===== src/hdl/fcct_pkg.sv =====
// Shared types and constants for the four-channel counter/timer.
// No dependencies; imported by the controller, datapath and top level.
`timescale 1ns / 1ps
`default_nettype none
package fcct_pkg;

    localparam logic [2:0] FN_WRITE = 3'd0;
    localparam logic [2:0] FN_READ  = 3'd1;
    localparam logic [2:0] FN_TICK  = 3'd2;
    localparam logic [2:0] FN_PULSE = 3'd3;
    localparam logic [2:0] FN_RETI  = 3'd4;
    localparam logic [2:0] FN_POLL  = 3'd5;

    localparam logic [7:0] CTL_IRQ      = 8'h80;
    localparam logic [7:0] CTL_COUNTER  = 8'h40;
    localparam logic [7:0] CTL_PRESCALE = 8'h20;
    localparam logic [7:0] CTL_TRIGGER  = 8'h08;
    localparam logic [7:0] CTL_TCONST   = 8'h04;
    localparam logic [7:0] CTL_RESET    = 8'h02;
    localparam logic [7:0] CTL_CONTROL  = 8'h01;
    localparam logic [7:0] VEC_MASK     = 8'hF8;

    localparam int NCH = 4;

    typedef enum logic [3:0] {
        OP_NONE,
        OP_CAPTURE,
        OP_WRITE,
        OP_READ,
        OP_PULSE,
        OP_PULSE1,
        OP_TLOAD,
        OP_TWRAP,
        OP_TSTORE,
        OP_RETI,
        OP_POLL,
        OP_DONE
    } t_op;

    typedef struct packed {
        t_op        op;
        logic [1:0] tch;
    } t_cmd;

    typedef struct packed {
        logic chain;
        logic neg;
    } t_stat;

endpackage
`default_nettype wire


===== src/hdl/four_channel_counter_timer_core.sv =====
// Top level of the four-channel counter/timer with vectored interrupt chain.
// Depends on fcct_pkg, fcct_ctrl and fcct_dp.
// An item is taken when start is high and busy low; each item yields one result,
// shown for one cycle with o_done, and the receiver cannot stall it. Writes, reads,
// polls and returns pass through the execute state; a pulse that chains from
// channel 0 into channel 1 adds the S_PULSE1 state; a tick walks the four
// channels in turn, a load-and-subtract state per channel then a wrap state that
// adds the reload once per counter wrap (a wrap of channel 0 pulses channel 1).
`timescale 1ns / 1ps
`default_nettype none
module four_channel_counter_timer_core
    import fcct_pkg::*;
(
    input  wire logic       i_clk,
    input  wire logic       i_rst_n,
    input  wire logic       start,
    output logic            busy,
    input  wire logic [2:0] i_func,
    input  wire logic [1:0] i_channel,
    input  wire logic [7:0] i_data,
    input  wire logic [7:0] i_tick_clocks,
    output logic            o_done,
    output logic [7:0]      o_read_data,
    output logic            o_irq_raise,
    output logic [7:0]      o_irq_vector,
    output logic [3:0]      o_pending_mask,
    output logic [2:0]      o_live_source
);

    t_cmd  cmd;
    t_stat stat;

    fcct_ctrl u_ctrl (
        .i_clk   (i_clk),
        .i_rst_n (i_rst_n),
        .start   (start),
        .i_func  (i_func),
        .i_stat  (stat),
        .o_cmd   (cmd),
        .busy    (busy)
    );

    fcct_dp u_dp (
        .i_clk          (i_clk),
        .i_rst_n        (i_rst_n),
        .i_cmd          (cmd),
        .i_channel      (i_channel),
        .i_data         (i_data),
        .i_tick_clocks  (i_tick_clocks),
        .o_stat         (stat),
        .o_done         (o_done),
        .o_read_data    (o_read_data),
        .o_irq_raise    (o_irq_raise),
        .o_irq_vector   (o_irq_vector),
        .o_pending_mask (o_pending_mask),
        .o_live_source  (o_live_source)
    );

endmodule
`default_nettype wire


===== src/hdl/fcct_ctrl.sv =====
// Sequencer for the counter/timer: decodes each item into datapath commands.
// Depends on fcct_pkg.
`timescale 1ns / 1ps
`default_nettype none
module fcct_ctrl
    import fcct_pkg::*;
(
    input  wire logic       i_clk,
    input  wire logic       i_rst_n,
    input  wire logic       start,
    input  wire logic [2:0] i_func,
    input  wire t_stat      i_stat,
    output t_cmd            o_cmd,
    output logic            busy
);

    typedef enum logic [5:0] {
        S_IDLE   = 6'b000001,
        S_EXEC   = 6'b000010,
        S_PULSE1 = 6'b000100,
        S_TLOAD  = 6'b001000,
        S_TWRAP  = 6'b010000,
        S_DONE   = 6'b100000
    } t_state;

    t_state     r_state, n_state;
    logic [2:0] r_func, n_func;
    logic [1:0] r_tch, n_tch;

    always_ff @(posedge i_clk) begin
        if (!i_rst_n) begin
            r_state <= S_IDLE;
            r_func  <= FN_WRITE;
            r_tch   <= 2'd0;
        end else begin
            r_state <= n_state;
            r_func  <= n_func;
            r_tch   <= n_tch;
        end
    end

    always_comb begin
        n_state    = r_state;
        n_func     = r_func;
        n_tch      = r_tch;
        o_cmd.op   = OP_NONE;
        o_cmd.tch  = r_tch;
        case (r_state)
            S_IDLE: begin
                if (start) begin
                    o_cmd.op = OP_CAPTURE;
                    n_func   = i_func;
                    n_state  = S_EXEC;
                end
            end
            S_EXEC: begin
                n_state = S_DONE;
                case (r_func)
                    FN_WRITE: o_cmd.op = OP_WRITE;
                    FN_READ:  o_cmd.op = OP_READ;
                    FN_TICK: begin
                        n_tch   = 2'd0;
                        n_state = S_TLOAD;
                    end
                    FN_PULSE: begin
                        o_cmd.op = OP_PULSE;
                        if (i_stat.chain) begin
                            n_state = S_PULSE1;
                        end
                    end
                    FN_RETI:  o_cmd.op = OP_RETI;
                    FN_POLL:  o_cmd.op = OP_POLL;
                    default:  o_cmd.op = OP_NONE;
                endcase
            end
            S_PULSE1: begin
                o_cmd.op = OP_PULSE1;
                n_state  = S_DONE;
            end
            S_TLOAD: begin
                o_cmd.op = OP_TLOAD;
                n_state  = S_TWRAP;
            end
            S_TWRAP: begin
                if (i_stat.neg) begin
                    o_cmd.op = OP_TWRAP;
                end else begin
                    o_cmd.op = OP_TSTORE;
                    if (r_tch == 2'(NCH - 1)) begin
                        n_state = S_DONE;
                    end else begin
                        n_tch   = r_tch + 2'd1;
                        n_state = S_TLOAD;
                    end
                end
            end
            S_DONE: begin
                o_cmd.op = OP_DONE;
                n_state  = S_IDLE;
            end
            default: n_state = S_IDLE;
        endcase
    end

    assign busy = (r_state != S_IDLE);

endmodule
`default_nettype wire


===== src/hdl/fcct_dp.sv =====
// Datapath for the counter/timer: channel registers, interrupt chain, results.
// Depends on fcct_pkg; driven by fcct_ctrl.
`timescale 1ns / 1ps
`default_nettype none
module fcct_dp
    import fcct_pkg::*;
(
    input  wire logic       i_clk,
    input  wire logic       i_rst_n,
    input  wire t_cmd       i_cmd,
    input  wire logic [1:0] i_channel,
    input  wire logic [7:0] i_data,
    input  wire logic [7:0] i_tick_clocks,
    output t_stat           o_stat,
    output logic            o_done,
    output logic [7:0]      o_read_data,
    output logic            o_irq_raise,
    output logic [7:0]      o_irq_vector,
    output logic [3:0]      o_pending_mask,
    output logic [2:0]      o_live_source
);

    logic [15:0] r_cnt [NCH];
    logic [7:0]  r_rel [NCH];
    logic [7:0]  r_ctl [NCH];
    logic [15:0] n_cnt [NCH];
    logic [7:0]  n_rel [NCH];
    logic [7:0]  n_ctl [NCH];
    logic [7:0]  r_vb, n_vb;
    logic [3:0]  r_pend, n_pend;
    logic [2:0]  r_live, n_live;
    logic [1:0]  r_ch, n_ch;
    logic [7:0]  r_data, n_data;
    logic [7:0]  r_clk, n_clk;
    logic [16:0] r_n, n_n;
    logic        r_act, n_act;
    logic [7:0]  r_rd, n_rd;
    logic        r_raise, n_raise;
    logic [7:0]  r_vec, n_vec;

    logic [1:0]  p_sel;
    logic [15:0] pl_cnt;
    logic [7:0]  pl_ctl;
    logic        pl_flag, pl_chain;

    logic [1:0]  t;
    logic [11:0] dec;
    logic [3:0]  pp;
    logic        pfound;
    logic [1:0]  psel;

    always_ff @(posedge i_clk) begin
        if (!i_rst_n) begin
            for (int i = 0; i < NCH; i++) begin
                r_cnt[i] <= '0;
                r_rel[i] <= '0;
                r_ctl[i] <= CTL_RESET;
            end
            r_vb   <= '0;
            r_pend <= '0;
            r_live <= '0;
            o_done <= 1'b0;
        end else begin
            for (int i = 0; i < NCH; i++) begin
                r_cnt[i] <= n_cnt[i];
                r_rel[i] <= n_rel[i];
                r_ctl[i] <= n_ctl[i];
            end
            r_vb   <= n_vb;
            r_pend <= n_pend;
            r_live <= n_live;
            o_done <= (i_cmd.op == OP_DONE);
        end
    end

    always_ff @(posedge i_clk) begin
        r_ch    <= n_ch;
        r_data  <= n_data;
        r_clk   <= n_clk;
        r_n     <= n_n;
        r_act   <= n_act;
        r_rd    <= n_rd;
        r_raise <= n_raise;
        r_vec   <= n_vec;
        if (i_cmd.op == OP_DONE) begin
            o_read_data    <= r_rd;
            o_irq_raise    <= r_raise;
            o_irq_vector   <= r_raise ? r_vec : 8'h00;
            o_pending_mask <= r_pend;
            o_live_source  <= r_live;
        end
    end

    // pulse into one channel
    assign p_sel = (i_cmd.op == OP_PULSE) ? r_ch : 2'd1;

    always_comb begin
        pl_cnt   = r_cnt[p_sel];
        pl_ctl   = r_ctl[p_sel];
        pl_flag  = 1'b0;
        pl_chain = 1'b0;
        if ((pl_ctl & CTL_COUNTER) != 8'h00) begin
            if ((pl_ctl & (CTL_TCONST | CTL_RESET)) != (CTL_TCONST | CTL_RESET)) begin
                if (pl_cnt >= 16'h0100) begin
                    pl_cnt = pl_cnt - 16'h0100;
                end
                if (pl_cnt[15:8] == 8'h00) begin
                    pl_flag  = ((pl_ctl & CTL_IRQ) != 8'h00);
                    pl_chain = (p_sel == 2'd0);
                    pl_cnt   = {r_rel[p_sel], 8'h00};
                end
            end
        end else begin
            pl_ctl = pl_ctl & ~CTL_TRIGGER;
        end
    end

    assign o_stat.chain = pl_chain;
    assign o_stat.neg   = r_n[16];
    assign t            = i_cmd.tch;
    assign dec = ((r_ctl[t] & CTL_PRESCALE) != 8'h00) ? {4'h0, r_clk} : {r_clk, 4'h0};

    always_comb begin
        for (int i = 0; i < NCH; i++) begin
            n_cnt[i] = r_cnt[i];
            n_rel[i] = r_rel[i];
            n_ctl[i] = r_ctl[i];
        end
        n_vb    = r_vb;
        n_pend  = r_pend;
        n_live  = r_live;
        n_ch    = r_ch;
        n_data  = r_data;
        n_clk   = r_clk;
        n_n     = r_n;
        n_act   = r_act;
        n_rd    = r_rd;
        n_raise = r_raise;
        n_vec   = r_vec;
        pp      = r_pend;
        case (i_cmd.op)
            OP_CAPTURE: begin
                n_ch    = i_channel;
                n_data  = i_data;
                n_clk   = i_tick_clocks;
                n_n     = '0;
                n_rd    = '0;
                n_raise = 1'b0;
                n_vec   = '0;
            end
            OP_WRITE: begin
                if ((r_ctl[r_ch] & CTL_TCONST) != 8'h00) begin
                    n_rel[r_ch] = r_data;
                    if ((r_ctl[r_ch] & CTL_RESET) != 8'h00) begin
                        n_cnt[r_ch] = {r_data - 8'd1, 8'h00};
                    end
                    n_ctl[r_ch] = r_ctl[r_ch] & ~CTL_TCONST;
                end else if ((r_data & CTL_CONTROL) != 8'h00) begin
                    n_ctl[r_ch] = r_data;
                    if ((r_data & (CTL_TCONST | CTL_RESET)) == CTL_RESET) begin
                        n_cnt[r_ch] = {r_rel[r_ch] - 8'd1, 8'h00};
                    end
                    if (((r_data & CTL_IRQ) == 8'h00) && r_pend[r_ch]) begin
                        n_pend[r_ch] = 1'b0;
                        if ((n_pend == 4'h0) && (r_live == {1'b0, r_ch} + 3'd1)) begin
                            n_live = '0;
                        end
                    end
                end else if (r_ch == 2'd0) begin
                    n_vb = r_data;
                end
            end
            OP_READ: n_rd = r_cnt[r_ch][15:8];
            OP_PULSE, OP_PULSE1: begin
                n_cnt[p_sel] = pl_cnt;
                n_ctl[p_sel] = pl_ctl;
                if (pl_flag) begin
                    n_pend[p_sel] = 1'b1;
                end
            end
            OP_TLOAD: begin
                n_act = ((r_ctl[t] & (CTL_TCONST | CTL_RESET)) != (CTL_TCONST | CTL_RESET))
                        && ((r_ctl[t] & CTL_COUNTER) == 8'h00);
                n_n   = n_act ? ({1'b0, r_cnt[t]} - {5'h00, dec}) : 17'h0;
            end
            OP_TWRAP: begin
                if ((r_ctl[t] & CTL_IRQ) != 8'h00) begin
                    n_pend[t] = 1'b1;
                end
                n_n = r_n + {(r_rel[t] == 8'h00), r_rel[t], 8'h00};
                if (t == 2'd0) begin
                    n_cnt[1] = pl_cnt;
                    n_ctl[1] = pl_ctl;
                    if (pl_flag) begin
                        n_pend[1] = 1'b1;
                    end
                end
            end
            OP_TSTORE: begin
                if (r_act) begin
                    n_cnt[t] = r_n[15:0];
                end
            end
            OP_RETI: begin
                if (r_live != 3'd0) begin
                    pp = r_pend & ~(4'h1 << r_live[1:0] - 2'd1);
                end
                n_pend = pp;
                n_live = '0;
                if (pfound) begin
                    n_raise = 1'b1;
                    n_vec   = (r_vb & VEC_MASK) + {5'h00, psel, 1'b0};
                    n_live  = {1'b0, psel} + 3'd1;
                end
            end
            OP_POLL: begin
                if ((r_live == 3'd0) && pfound) begin
                    n_raise = 1'b1;
                    n_vec   = (r_vb & VEC_MASK) + {5'h00, psel, 1'b0};
                    n_live  = {1'b0, psel} + 3'd1;
                end
            end
            default: begin
            end
        endcase
    end

    // lowest pending channel
    always_comb begin
        pfound = 1'b0;
        psel   = 2'd0;
        for (int k = NCH - 1; k >= 0; k--) begin
            if (pp[k]) begin
                pfound = 1'b1;
                psel   = 2'(k);
            end
        end
    end

endmodule
`default_nettype wire


===== config.mk =====
export PLATFORM = sky130hd
export DESIGN_NAME = four_channel_counter_timer_core
export DESIGN_NICKNAME = d
export VERILOG_FILES = /design/src/hdl/fcct_pkg.sv /design/src/hdl/four_channel_counter_timer_core.sv /design/src/hdl/fcct_ctrl.sv /design/src/hdl/fcct_dp.sv
export SDC_FILE = /design/constraint.sdc
export NUM_CORES = 1
export LEC_CHECK = 0
export ABC_AREA = 1
export ABC_CLOCK_PERIOD_IN_PS = 8500
export BUFFER_PORTS_ARGS = -buffer_cell sky130_fd_sc_hd__clkbuf_2
export CAP_MARGIN = 20
export CORE_ASPECT_RATIO = 0.7
export CORE_UTILIZATION = 25
export CTS_BUF_LIST = sky130_fd_sc_hd__clkbuf_2 sky130_fd_sc_hd__clkbuf_4 sky130_fd_sc_hd__clkbuf_8
export DETAILED_ROUTE_END_ITERATION = 16
export HOLD_SLACK_MARGIN = 0.06
export PLACE_DENSITY = 0.46
export REMOVE_ABC_BUFFERS = 1
export SETUP_SLACK_MARGIN = 0.5
export SLEW_MARGIN = 10
export SYNTH_ARGS = -nofsm -noshare
export SYNTH_HDL_FRONTEND = slang
export SYNTH_SLANG_ARGS = --single-unit

===== constraint.sdc =====
create_clock -name i_clk -period 8.5 [get_ports i_clk]
set_input_delay 0.425 -clock i_clk [delete_from_list [all_inputs] [get_ports i_clk]]
set_output_delay 0.425 -clock i_clk [all_outputs]
set_load 0.05 [all_outputs]

==> results of run 1 <==
worst max-delay path, cell delays in order (launching register included):
cell and delay, ns:
dfxtp_2 0.31, buf_4 0.54, inv_1 0.57, a21oi_1 0.25, o21ai_0 0.12, nand2_1 0.55, inv_1 0.41, nand3_1 0.17
o21ai_0 0.16, nand2_1 0.14, o21ai_2 0.10, nor2_4 0.26, inv_2 0.22, nor2_2 0.58, o21ai_0 0.22, a21oi_1 0.16
how the worst max path moves through the flow:
stage          slack (ns)  startpoint               end
3_3_place_gp         3.89        flop  u_dp.r_cnt[1][1]
5_1_grt              3.32        flop  u_dp.r_cnt[1][6]
2_1_floorplan        3.89        flop      u_dp.r_n[14]
6_report             3.56        flop  u_dp.r_cnt[1][6]
3_5_place_dp         3.83        flop  u_dp.r_cnt[1][6]
4_1_cts              3.79        flop  u_dp.r_cnt[1][6]
synth_stat cells, drive strengths merged, types with 2 or more instances:
library cell  number  share of area
a211oi            13         0.0067
a21oi            312           0.11
a221oi            19          0.011
a22oi              8         0.0041
a31oi             32          0.014
a32o               2         0.0014
a32oi              6         0.0036
and2               2        0.00086
buf               28          0.010
clkbuf            88          0.023
clkinv             7         0.0018
dfxtp            144           0.20
edfxtp            75           0.15
fa                 2         0.0028
ha                31          0.027
inv              257          0.066
mux2i              2         0.0014
nand2            329          0.089
nand3             59          0.024
nand3b             2         0.0010
nand4             16         0.0069
nor2             201          0.061
nor3              45          0.015
nor4               3         0.0013
o2111ai            4         0.0024
o211ai            10         0.0055
o21a               2         0.0010
o21ai            362           0.13
o21bai             2         0.0010
o221ai             5         0.0030
o22ai             30          0.013
o31ai              5         0.0026
or2                8         0.0034
xor2               7         0.0042
area by class of cell:
| class | instances | area, um2 |
|---|---|---|
| multi-input cells | 1526 | 7960 |
| well taps | 750 | 938 |
| flip-flops and latches | 219 | 5140 |
| inverters | 264 | 993 |
| repair buffers | 93 | 623 |
| clock buffers | 65 | 782 |
| clock inverters | 11 | 104 |
| fillers | 6318 | 40600 |
| diodes | 1 | 2.50 |
metrics by stage:
stage	util	setup WS (ns)	total power (W)
2_1_floorplan	-	3.89	0.00145
3_3_place_gp	0.270	3.89	0.00164
3_5_place_dp	0.270	3.83	0.00164
4_1_cts	0.289	3.79	0.00282
5_1_grt	0.289	3.32	0.00293
6_report	0.289	3.56	0.00281
report_power, final:
group / internal [W] / switching, W / leakage [nW] / total [W]
Combinational: 0.000127 / 0.000362 / 4.03 / 0.000489
Sequential: 0.00112 / 0.0000406 / 1.89 / 0.00116
Clock: 0.000645 / 0.000514 / 0.473 / 0.00116
logic make-up (layout without fill, tap and decap cells):
group | Yosys count | after routing | synth area share
xor+xnor | 8 | 8 | 0.00481
simple gates | 665 | 665 | 0.203
other cells | 1 | 2 | 0.000258
buf+inv | 380 | 433 | 0.101
mux | 2 | 2 | 0.00138
flops | 219 | 219 | 0.353
fa+ha+maj | 33 | 33 | 0.0294
compound gates | 817 | 817 | 0.308
metal layers:
metal	GRT usage	up-vias
met3	0.0642	112
met5	0	-
met2	0.278	869
met4	0.0616	0
met1	0.314	7484
li1	-	7365
flip-flops by register name, summed over array words and instances, names as in the netlist, 6 cells and up, named ones only:
register           cells
u_ctrl.r_state         6
u_dp.o_irq_vector      7
u_dp.o_read_data       8
u_dp.r_clk             8
u_dp.r_cnt            64
u_dp.r_ctl            20
u_dp.r_data            8
u_dp.r_n              17
u_dp.r_rd              8
u_dp.r_rel            32
u_dp.r_vec             7
cell usage in the layout (no fill, tap or decap), types with 8 or more instances in the layout:
cell type / n
clkbuf_2: 47
nor2_4: 8
a31oi_1: 32
buf_4: 25
nor3_1: 43
ha_1: 31
edfxtp_1: 75
a22oi_1: 8
dfxtp_1: 143
nor2_1: 184
nand2_2: 10
o22ai_1: 30
dlygate4sd3_1: 18
clkbuf_4: 20
nand2_1: 315
o21ai_0: 345
a221oi_1: 19
a21oi_1: 309
clkbuf_8: 47
nand3_1: 52
clkinv_1: 9
o211ai_1: 9
a211oi_1: 13
inv_1: 245
inv_2: 12
o21ai_1: 11
nand4_1: 16
or2_2: 8
timing repair:
item	in CTS	in global routing
resized for setup	0	0
buffers inserted	0	0
hold endpoints to repair	18	0
hold buffers	18	0
==> flow_metrics.py, run 1 <==
metrics = {
    "route": {
        "antenna_left": 0,
        "routedWlPerCell_um": 21.6,
        "drcViolationCount": 0,
        "initialDrtViolationCount": 1947,
        "wl_um": 63400,
        "first_pass_iters": 6,
        "wl_met1_um": 30000,
        "vias": 15800,
        "routed.top_layer": "met4",
        "met2_length_um": 24000,
        "dr_wl_met3_um": 7930,
        "routed_via_density": 5.40,
    },
    "worst_setup_path": {
        "start_kind": "flop",
        "r2r_setup_slack_ns": 3.56,
        "reg2reg_to": "u_dp.r_cnt[1][6]",
        "crit_arrival_ns": 5.47,
        "worstPathMaxFanout": 62,
        "reg2regPathDepth": 15,
        "worstPathRequired_ns": 9.04,
        "critPathKind": "flop to flop",
        "end_kind": "flop",
    },
    "floorplanning": {
        "dieArea_mm2": 0.0592,
        "num_io_pins": 50,
        "die_w_um": 290,
        "die_h_um": 204,
        "core_area_mm2": 0.0572,
        "rows": 73,
        "start_util": 0.255,
    },
    "synthesis": {
        "synth_edf_count": 75,
        "yosysWarningCount": 0,
        "ys_ff_latch": 219,
        "yosysSeqAreaShare": 0.353,
        "netlist_instances": 2125,
        "synthArstFlopShare": 0,
        "avgSynthCellArea_um2": 6.85,
        "syn-cell-area_mm2": 0.0146,
        "ys.flop_type": "dfxtp_1",
        "synth_cell_types": 59,
    },
    "grt": {
        "grtUsageTotal": 0.209,
        "grt_pass1_wl_um": 93200,
        "grt_pass1_vias": 14400,
        "antenna_found_initial": 1,
        "grt_overflow_total": 0,
        "grt_max_degree": 66,
    },
    "clock_network": {
        "clk_latency_ns": 0.62,
        "numClockSinks": 219,
        "cts_tree": "yes",
        "clockBufferDepth": 3,
        "htreeDepth": 2,
        "cts_buffers": 41,
        "root_buffer": "clkbuf_8",
        "clk_pin_slew_ns": 0.06,
    },
    "placement": {
        "place_area_mm2": 0.0154,
        "io_buffers": 48,
        "placedCellCount": 2832,
        "gp_congestion": 0.972,
        "dp_hpwl_um": 43900,
    },
    "finish": {
        "design_area_mm2": 0.0165,
        "final_net_count": 2202,
        "drive_above_1_share": 0.101,
        "fin_cells": 2929,
        "area_delta_synth_final_pct": 13.6,
    },
    "timing": {
        "hold_viol_final": 0,
        "fin_crit_ns": 4.94,
        "slew_violations": 0,
        "setup_viol_count_final": 0,
        "finalCritPeriodShare": 0.581,
        "worstMarginPinSlew_ns": 1.04,
        "fin_skew_ns": 0.0385,
        "rsz0062_at_grt": "no",
        "worst_hold_slack_ns": 0.103,
        "fmax_mhz": 203,
        "slew_headroom": 0.305,
        "setup-tns-final_ns": 0,
    },
    "power_and_ir_drop": {
        "power_density_mw_per_mm2": 170,
        "ir_drop_uv": 117,
        "p_leak_nw": 6.39,
    },
    "worst_hold_path": {
        "hold_path_depth": 3,
        "whs_endpoint": "u_ctrl.r_func[1]",
        "worstHoldStart": "i_func[1]",
        "hold_path_class": "input pin to flop",
    },
    "run": {
        "maxCapViolations": 0,
    },
    "outcome": {
        "outcome": "completed",
    },
}
Power figures use the tool's default switching activity.
==> inputs of run 2 (changes only) <==
Settings changed: ABC_AREA 1 to 0, ABC_CLOCK_PERIOD_IN_PS 8500 to 4600.
Clock period 8.5 ns to 4.6 ns, I/O delays scaled along.
==> run 2 against run 1 <==
  * Combinational power fell by 12%
  * Largest power group unchanged
  * Largest cell class unchanged
  * Wire length is 13% lower
  * Critical path type unchanged
  * Register-to-register slack lost 2.9 ns
  * Flip-flop and latch count did not move
==> flow_metrics.py, run 2 <==
metrics = {
    "outcome": {
        "outcome": "completed",
    },
    "power_and_ir_drop": {
        "p_comb_frac": 0.098,
        "p_leak_nw": 5.41,
        "seq_power_share": 0.481,
        "internal-power_w": 0.00318,
        "p_sw_w": 0.00123,
        "power_density_mw_per_mm2": 283,
        "ir_drop_uv": 170,
        "pwr-share-clk": 0.421,
        "switching_share": 0.279,
    },
    "timing": {
        "hold_viol_final": 0,
        "fin_skew_ns": 0.0632,
        "worstMarginPinSlew_ns": 1.15,
        "slew_violations": 0,
        "worst_hold_slack_ns": 0.335,
        "slew_headroom": 0.227,
        "setup-tns-final_ns": 0,
        "finalCritPeriodShare": 0.859,
        "setup_viol_count_final": 0,
        "rsz0062_at_grt": "no",
        "fmax_mhz": 253,
        "fin_crit_ns": 3.95,
    },
    "worst_setup_path": {
        "critPathKind": "flop to flop",
        "startpoint": "u_ctrl.r_state[1]",
        "end_kind": "flop",
        "r2r_start": "u_ctrl.r_state[1]",
        "worstPathRequired_ns": 5.05,
        "crit_arrival_ns": 4.40,
        "worstPathMaxFanout": 10,
        "start_kind": "flop",
    },
    "grt": {
        "grt_overflow_total": 0,
        "grt_pass1_wl_um": 81000,
        "grt_max_degree": 72,
        "antenna_found_initial": 0,
        "grtUsageTotal": 0.199,
        "grt_pass1_vias": 11700,
    },
    "synthesis": {
        "ys_ff_latch": 219,
        "synth_xor_xnor_area_share": 0.0216,
        "synthArstFlopShare": 0,
        "synth_cell_types": 91,
        "synth_top_family_by_area": "compound AO/OA/AOI/OAI gates",
        "netlist_instances": 1438,
        "synth_top_cells_by_count": "nand2_1, dfxtp_1, a21oi_1",
        "ys.flop_type": "dfxtp_1",
        "syn-cell-area_mm2": 0.0134,
        "synth_area_leaders": "dfxtp_1, edfxtp_1, mux4_2",
        "yosysSeqAreaShare": 0.384,
        "synth_top_area_frac": 0.215,
        "synth_area_leader_cell": "dfxtp_1",
        "yosys.area_share.adder": 0.0320,
        "synth.most_common_cell": "nand2_1",
        "avgSynthCellArea_um2": 9.30,
        "synthSimpleGateAreaFrac": 0.181,
        "synthMuxAreaShare": 0.120,
        "synth_edf_count": 75,
        "synth_compound_area_frac": 0.221,
        "yosysWarningCount": 0,
    },
    "clock_network": {
        "numClockSinks": 219,
        "htreeDepth": 2,
        "clockBufferDepth": 3,
        "cts_buffers": 38,
        "clk_latency_ns": 0.61,
        "root_buffer": "clkbuf_8",
        "cts_tree": "yes",
        "clk_pin_slew_ns": 0.06,
    },
    "finish": {
        "area_delta_synth_final_pct": 16.5,
        "final_net_count": 1575,
        "largestRegisters": "u_dp.r_cnt (64), u_dp.r_rel (32), u_dp.r_ctl (20)",
        "largest_reg_flops": 64,
        "fillers": 5523,
        "mostFrequentLayoutCell": "nand2_1",
        "largest_register": "u_dp.r_cnt",
        "drive_above_1_share": 0.180,
        "most-common-layout-cells": "nand2_1, dfxtp_1, a21oi_1, nor2_1, edfxtp_1",
    },
    "route": {
        "first_pass_iters": 6,
        "wl_um": 55300,
        "vias": 12800,
        "routed_via_density": 5.74,
        "initialDrtViolationCount": 1423,
        "drcViolationCount": 0,
        "antenna_left": 0,
        "routedWlPerCell_um": 24.8,
    },
    "floorplanning": {
        "die_h_um": 196,
        "rows": 70,
        "start_util": 0.255,
        "die_w_um": 278,
        "num_io_pins": 50,
        "dieArea_mm2": 0.0545,
        "core_area_mm2": 0.0526,
    },
    "placement": {
        "gp_congestion": 0.986,
        "io_buffers": 48,
        "dp_hpwl_um": 40600,
    },
    "worst_hold_path": {
        "worstHoldStart": "i_data[1]",
        "hold_path_class": "input pin to flop",
    },
    "run": {
        "maxCapViolations": 0,
    },
}
run 2: changes by cell type in the layout (fill, tap and decap cells not counted), moves of 22 or more:
cell / change
nor2_1: -105
a21oi_1: -206
and3_1: +22
and2_1: +28
buf_4: +40
o21ai_0: -279
o211ai_1: +23
mux2i_1: +35
a22oi_1: +51
nand2_1: -122
mux4_2: +49
inv_1: -217
run 2: through the flow:
stage	setup slack [ns]	area (um2)	power, W	utilization	std cells
2_1_floorplan	0.429	13000	0.00237	-	1340
5_1_grt	0.529	15600	0.00458	0.297	2231
3_5_place_dp	0.817	14600	0.00256	0.277	2137
6_report	0.650	15600	0.00441	0.297	2232
4_1_cts	0.819	15600	0.00444	0.296	2229
3_3_place_gp	0.872	14600	0.00256	0.277	2137
run 2: final timing paths:
kind	to	slack [ns]	cells past startpoint
hold reg to reg	u_dp.o_read_data[5]	0.42	0
hold / removal	u_dp.r_data[1]	0.34	2
setup / recovery	u_dp.r_cnt[1][12]	0.65	8
setup reg to reg	u_dp.r_cnt[1][12]	0.65	8
run 2: layout make-up:
cell class                 count  area, um2  share of cell area
antenna                        1       2.50            0.000161
clock buffer                  55        688              0.0441
clock inverter                14       85.1             0.00546
inverter                      30        113             0.00722
multi-input combinational   1091       7720               0.495
sequential                   219       5140               0.329
tap                          684        856              0.0549
timing repair buffer         138        993              0.0637
run 2: routing by layer:
| metal | routed length [um] | up-vias | global-route usage | part of all wire |
|---|---|---|---|---|
| met5 | 0 | - | 0 | 0 |
| met3 | 6490 | 95 | 0.0547 | 0.12 |
| met2 | 20900 | 735 | 0.259 | 0.38 |
| met4 | 1370 | 0 | 0.0525 | 0.025 |
| met1 | 26600 | 6308 | 0.313 | 0.48 |
| li1 | - | 5665 | - | - |
run 2: what timing repair did:
action,in CTS,in global routing
endpoints found under the hold margin,28,0
hold buffers,23,0
resized for setup,0,0
setup buffers,0,0
run 2: power groups by stage:
stage / clock network [W] / logic, W / registers (W)
finish: 0.00186 / 0.000431 / 0.00212
global route: 0.00200 / 0.000457 / 0.00212
CTS: 0.00191 / 0.000415 / 0.00212
detailed placement: 0 / 0.000398 / 0.00216
global placement: 0 / 0.000400 / 0.00216
floorplan: 0 / 0.000216 / 0.00215
run 2: logic make-up (layout without fill, tap and decap cells):
group | after synthesis | count (layout)
adders and majority gates | 33 | 33
muxes | 98 | 98
DFF | 219 | 219
AOI/OAI and AO/OA | 437 | 437
buffers and inverters | 128 | 237
xor gates and xnor gates | 33 | 33
and+or+nand+nor | 489 | 489
other | 1 | 2
run 2: worst max-delay path: stages, from the launching register on:
cell and delay (ns):
dfxtp_1 0.50, nor4b_4 0.49, and4_1 0.60, a2bb2oi_1 0.61, or3_1 0.34, nor3_4 0.11, a211oi_1 0.80, o221a_2 0.35
a21oi_1 0.06
==> inputs of run 3 (changes only) <==
--- a/config.mk
+++ b/config.mk
@@ -10,4 +10,6 @@
 export BUFFER_PORTS_ARGS = -buffer_cell sky130_fd_sc_hd__clkbuf_2
 export CAP_MARGIN = 20
+export CELL_PAD_IN_SITES_DETAIL_PLACEMENT = 1
+export CELL_PAD_IN_SITES_GLOBAL_PLACEMENT = 2
 export CORE_ASPECT_RATIO = 0.7
 export CORE_UTILIZATION = 25
@@ -15,8 +17,8 @@
 export DETAILED_ROUTE_END_ITERATION = 16
 export HOLD_SLACK_MARGIN = 0.06
-export PLACE_DENSITY = 0.46
+export PLACE_DENSITY = 0.61
 export REMOVE_ABC_BUFFERS = 1
 export SETUP_SLACK_MARGIN = 0.5
-export SLEW_MARGIN = 10
+export SLEW_MARGIN = 0
 export SYNTH_ARGS = -nofsm -noshare
 export SYNTH_HDL_FRONTEND = slang
==> constraint.sdc (replaced) <==
create_clock -name i_clk -period 4.6 [get_ports i_clk]
set_input_delay 0.23 -clock i_clk [delete_from_list [all_inputs] [get_ports i_clk]]
set_output_delay 0.23 -clock i_clk [all_outputs]
set_load 0.02 [all_outputs]
==> run 3 against run 2 <==
  * Via count is 1.4% higher
  * Sequential share of layout area down 0.11 points
  * Combinational power is essentially flat
  * Critical path depth shrank 1
  * Flip-flop and latch count is the same
  * Clock skew is 0.029 ns lower
  * Final cell count is 0.49% higher
  * Non-clock buffer count up 5
  * Register-to-register slack improved by 0.04 ns
  * Wire length increased by 12%
  * Setup slack improved by 0.043 ns
  * Clock power grew 7%
  * Largest power group unchanged
==> flow_metrics.py, run 3 (synthesized netlist as in run 2, its figures left out) <==
metrics = {
    "timing": {
        "fin_crit_ns": 3.91,
        "slew_headroom": 0.307,
        "rsz0062_at_grt": "no",
        "fmax_mhz": 256,
        "fin_skew_ns": 0.0337,
        "hold_viol_final": 0,
        "slew_violations": 0,
        "setup-tns-final_ns": 0,
        "finalCritPeriodShare": 0.849,
        "worstMarginPinSlew_ns": 1.04,
        "worst_hold_slack_ns": 0.285,
        "setup_viol_count_final": 0,
    },
    "worst_setup_path": {
        "r2r_start": "u_dp.r_ch[0]",
        "end_kind": "flop",
        "startpoint": "u_dp.r_ch[0]",
        "worstPathMaxFanout": 15,
        "cp_common_cell": "a31oi_1",
        "crit_path_max_incr_delay_ns": 0.79,
        "worstPathRequired_ns": 5.12,
        "crit_buf_inv": 0,
        "start_kind": "flop",
        "crit_chain": "nor2b_1 > nand4_1 > o221ai_1 > a31oi_1 > a31oi_1 > o2111ai_1 > o211a_1",
        "critPathKind": "flop to flop",
        "slowest_stage": "nor2b_1",
        "crit_family": "compound AO/OA/AOI/OAI gates",
        "crit_arrival_ns": 4.43,
    },
    "route": {
        "drcViolationCount": 0,
        "routed_via_density": 5.79,
        "antenna_left": 0,
        "wl_um": 62100,
        "vias": 13000,
        "routedWlPerCell_um": 27.7,
        "initialDrtViolationCount": 1338,
        "first_pass_iters": 5,
    },
    "placement": {
        "gp_congestion": 0.922,
        "io_buffers": 48,
        "place_area_mm2": 0.0146,
        "dp_hpwl_um": 46200,
    },
    "finish": {
        "most-common-layout-cells": "nand2_1, dfxtp_1, a21oi_1, nor2_1, edfxtp_1",
        "largestRegisters": "u_dp.r_cnt (64), u_dp.r_rel (32), u_dp.r_ctl (20)",
        "largest_reg_flops": 64,
        "diodes": 0,
        "design_area_mm2": 0.0156,
        "mostFrequentLayoutCell": "nand2_1",
        "largest_register": "u_dp.r_cnt",
        "finish.utilization": 0.298,
        "drive_above_1_share": 0.183,
        "final_net_count": 1583,
        "area_delta_synth_final_pct": 17.0,
    },
    "clock_network": {
        "root_buffer": "clkbuf_8",
        "clockBufferDepth": 3,
        "clk_latency_ns": 0.64,
        "cts_setup_buffers": 0,
        "post_cts_resized": 0,
        "cts_tree": "yes",
        "cts_buffers": 41,
        "numClockSinks": 219,
        "htreeDepth": 2,
        "clk_pin_slew_ns": 0.07,
    },
    "floorplanning": {
        "num_io_pins": 50,
        "dieArea_mm2": 0.0545,
        "rows": 70,
        "core_area_mm2": 0.0526,
        "die_w_um": 278,
        "die_h_um": 196,
        "start_util": 0.255,
    },
    "power_and_ir_drop": {
        "power_w": 0.00455,
        "power_density_mw_per_mm2": 290,
        "p_leak_nw": 5.45,
        "ir_drop_uv": 158,
    },
    "grt": {
        "grt_pass1_wl_um": 91400,
        "grt_pass1_vias": 13000,
        "grt_max_degree": 65,
        "grtUsageTotal": 0.228,
        "antenna_found_initial": 2,
        "grt_overflow_total": 0,
    },
    "worst_hold_path": {
        "worstHoldStart": "i_rst_n",
        "hold_path_class": "input pin to flop",
    },
    "outcome": {
        "outcome": "completed",
    },
    "run": {
        "maxCapViolations": 0,
    },
}
-- run 3: layout make-up --
type,instances,area (um2)
Sequential cell,219,5140
Clock buffer,57,709
Clock inverter,19,95.1
Fill cell,6081,36900
Tap cell,684,856
Multi-Input combinational cell,1091,7720
Inverter,30,113
Timing Repair Buffer,143,1020
-- run 3: power by group --
group / switching, W / internal, W / leakage (nW) / total [W]
clock: 0.000982 / 0.00101 / 0.429 / 0.00199
combinational: 0.000284 / 0.000149 / 3.15 / 0.000433
sequential: 0.0000723 / 0.00205 / 1.87 / 0.00212
total: 0.00134 / 0.00321 / 5.45 / 0.00455
-- run 3: routing by layer --
metal | vias to the layer above | global-route usage | share of wire
met2 | 582 | 0.296 | 0.38
met3 | 105 | 0.0718 | 0.10
li1 | 5680 | - | -
met1 | 6608 | 0.351 | 0.49
met5 | - | 0 | 0.00021
met4 | 2 | 0.0635 | 0.022
-- run 3: path summary, 6_finish.rpt --
check | depth (start not counted) | slack, ns | endpoint
worst max-delay path | 7 | 0.69 | u_dp.r_cnt[1][9]
worst max register to register | 7 | 0.69 | u_dp.r_cnt[1][9]
worst min-delay path | 3 | 0.28 | u_dp.r_cnt[0][5]
worst min register to register | 0 | 0.42 | u_dp.o_read_data[6]
-- run 3: worst reg2reg max path, cell delays in order (launching register included) --
cell and delay [ns]:
edfxtp_1 0.68, nor2b_1 0.80, nand4_1 0.73, o221ai_1 0.44, a31oi_1 0.15, a31oi_1 0.67
o2111ai_1 0.17, o211a_1 0.18
-- run 3: stage by stage --
step | cells | worst slack, ns
after CTS | 2243 | 0.813
after global routing | 2243 | 0.543
after detailed placement | 2145 | 0.805
after floorplan | 1340 | 0.429
after global placement | 2145 | 0.855
final | 2243 | 0.693
-- run 3: timing repair --
| item | in CTS | in global routing |
|---|---|---|
| endpoints found under the setup margin | 0 | 0 |
| hold endpoints to repair | 25 | 0 |
| hold buffers | 22 | 0 |
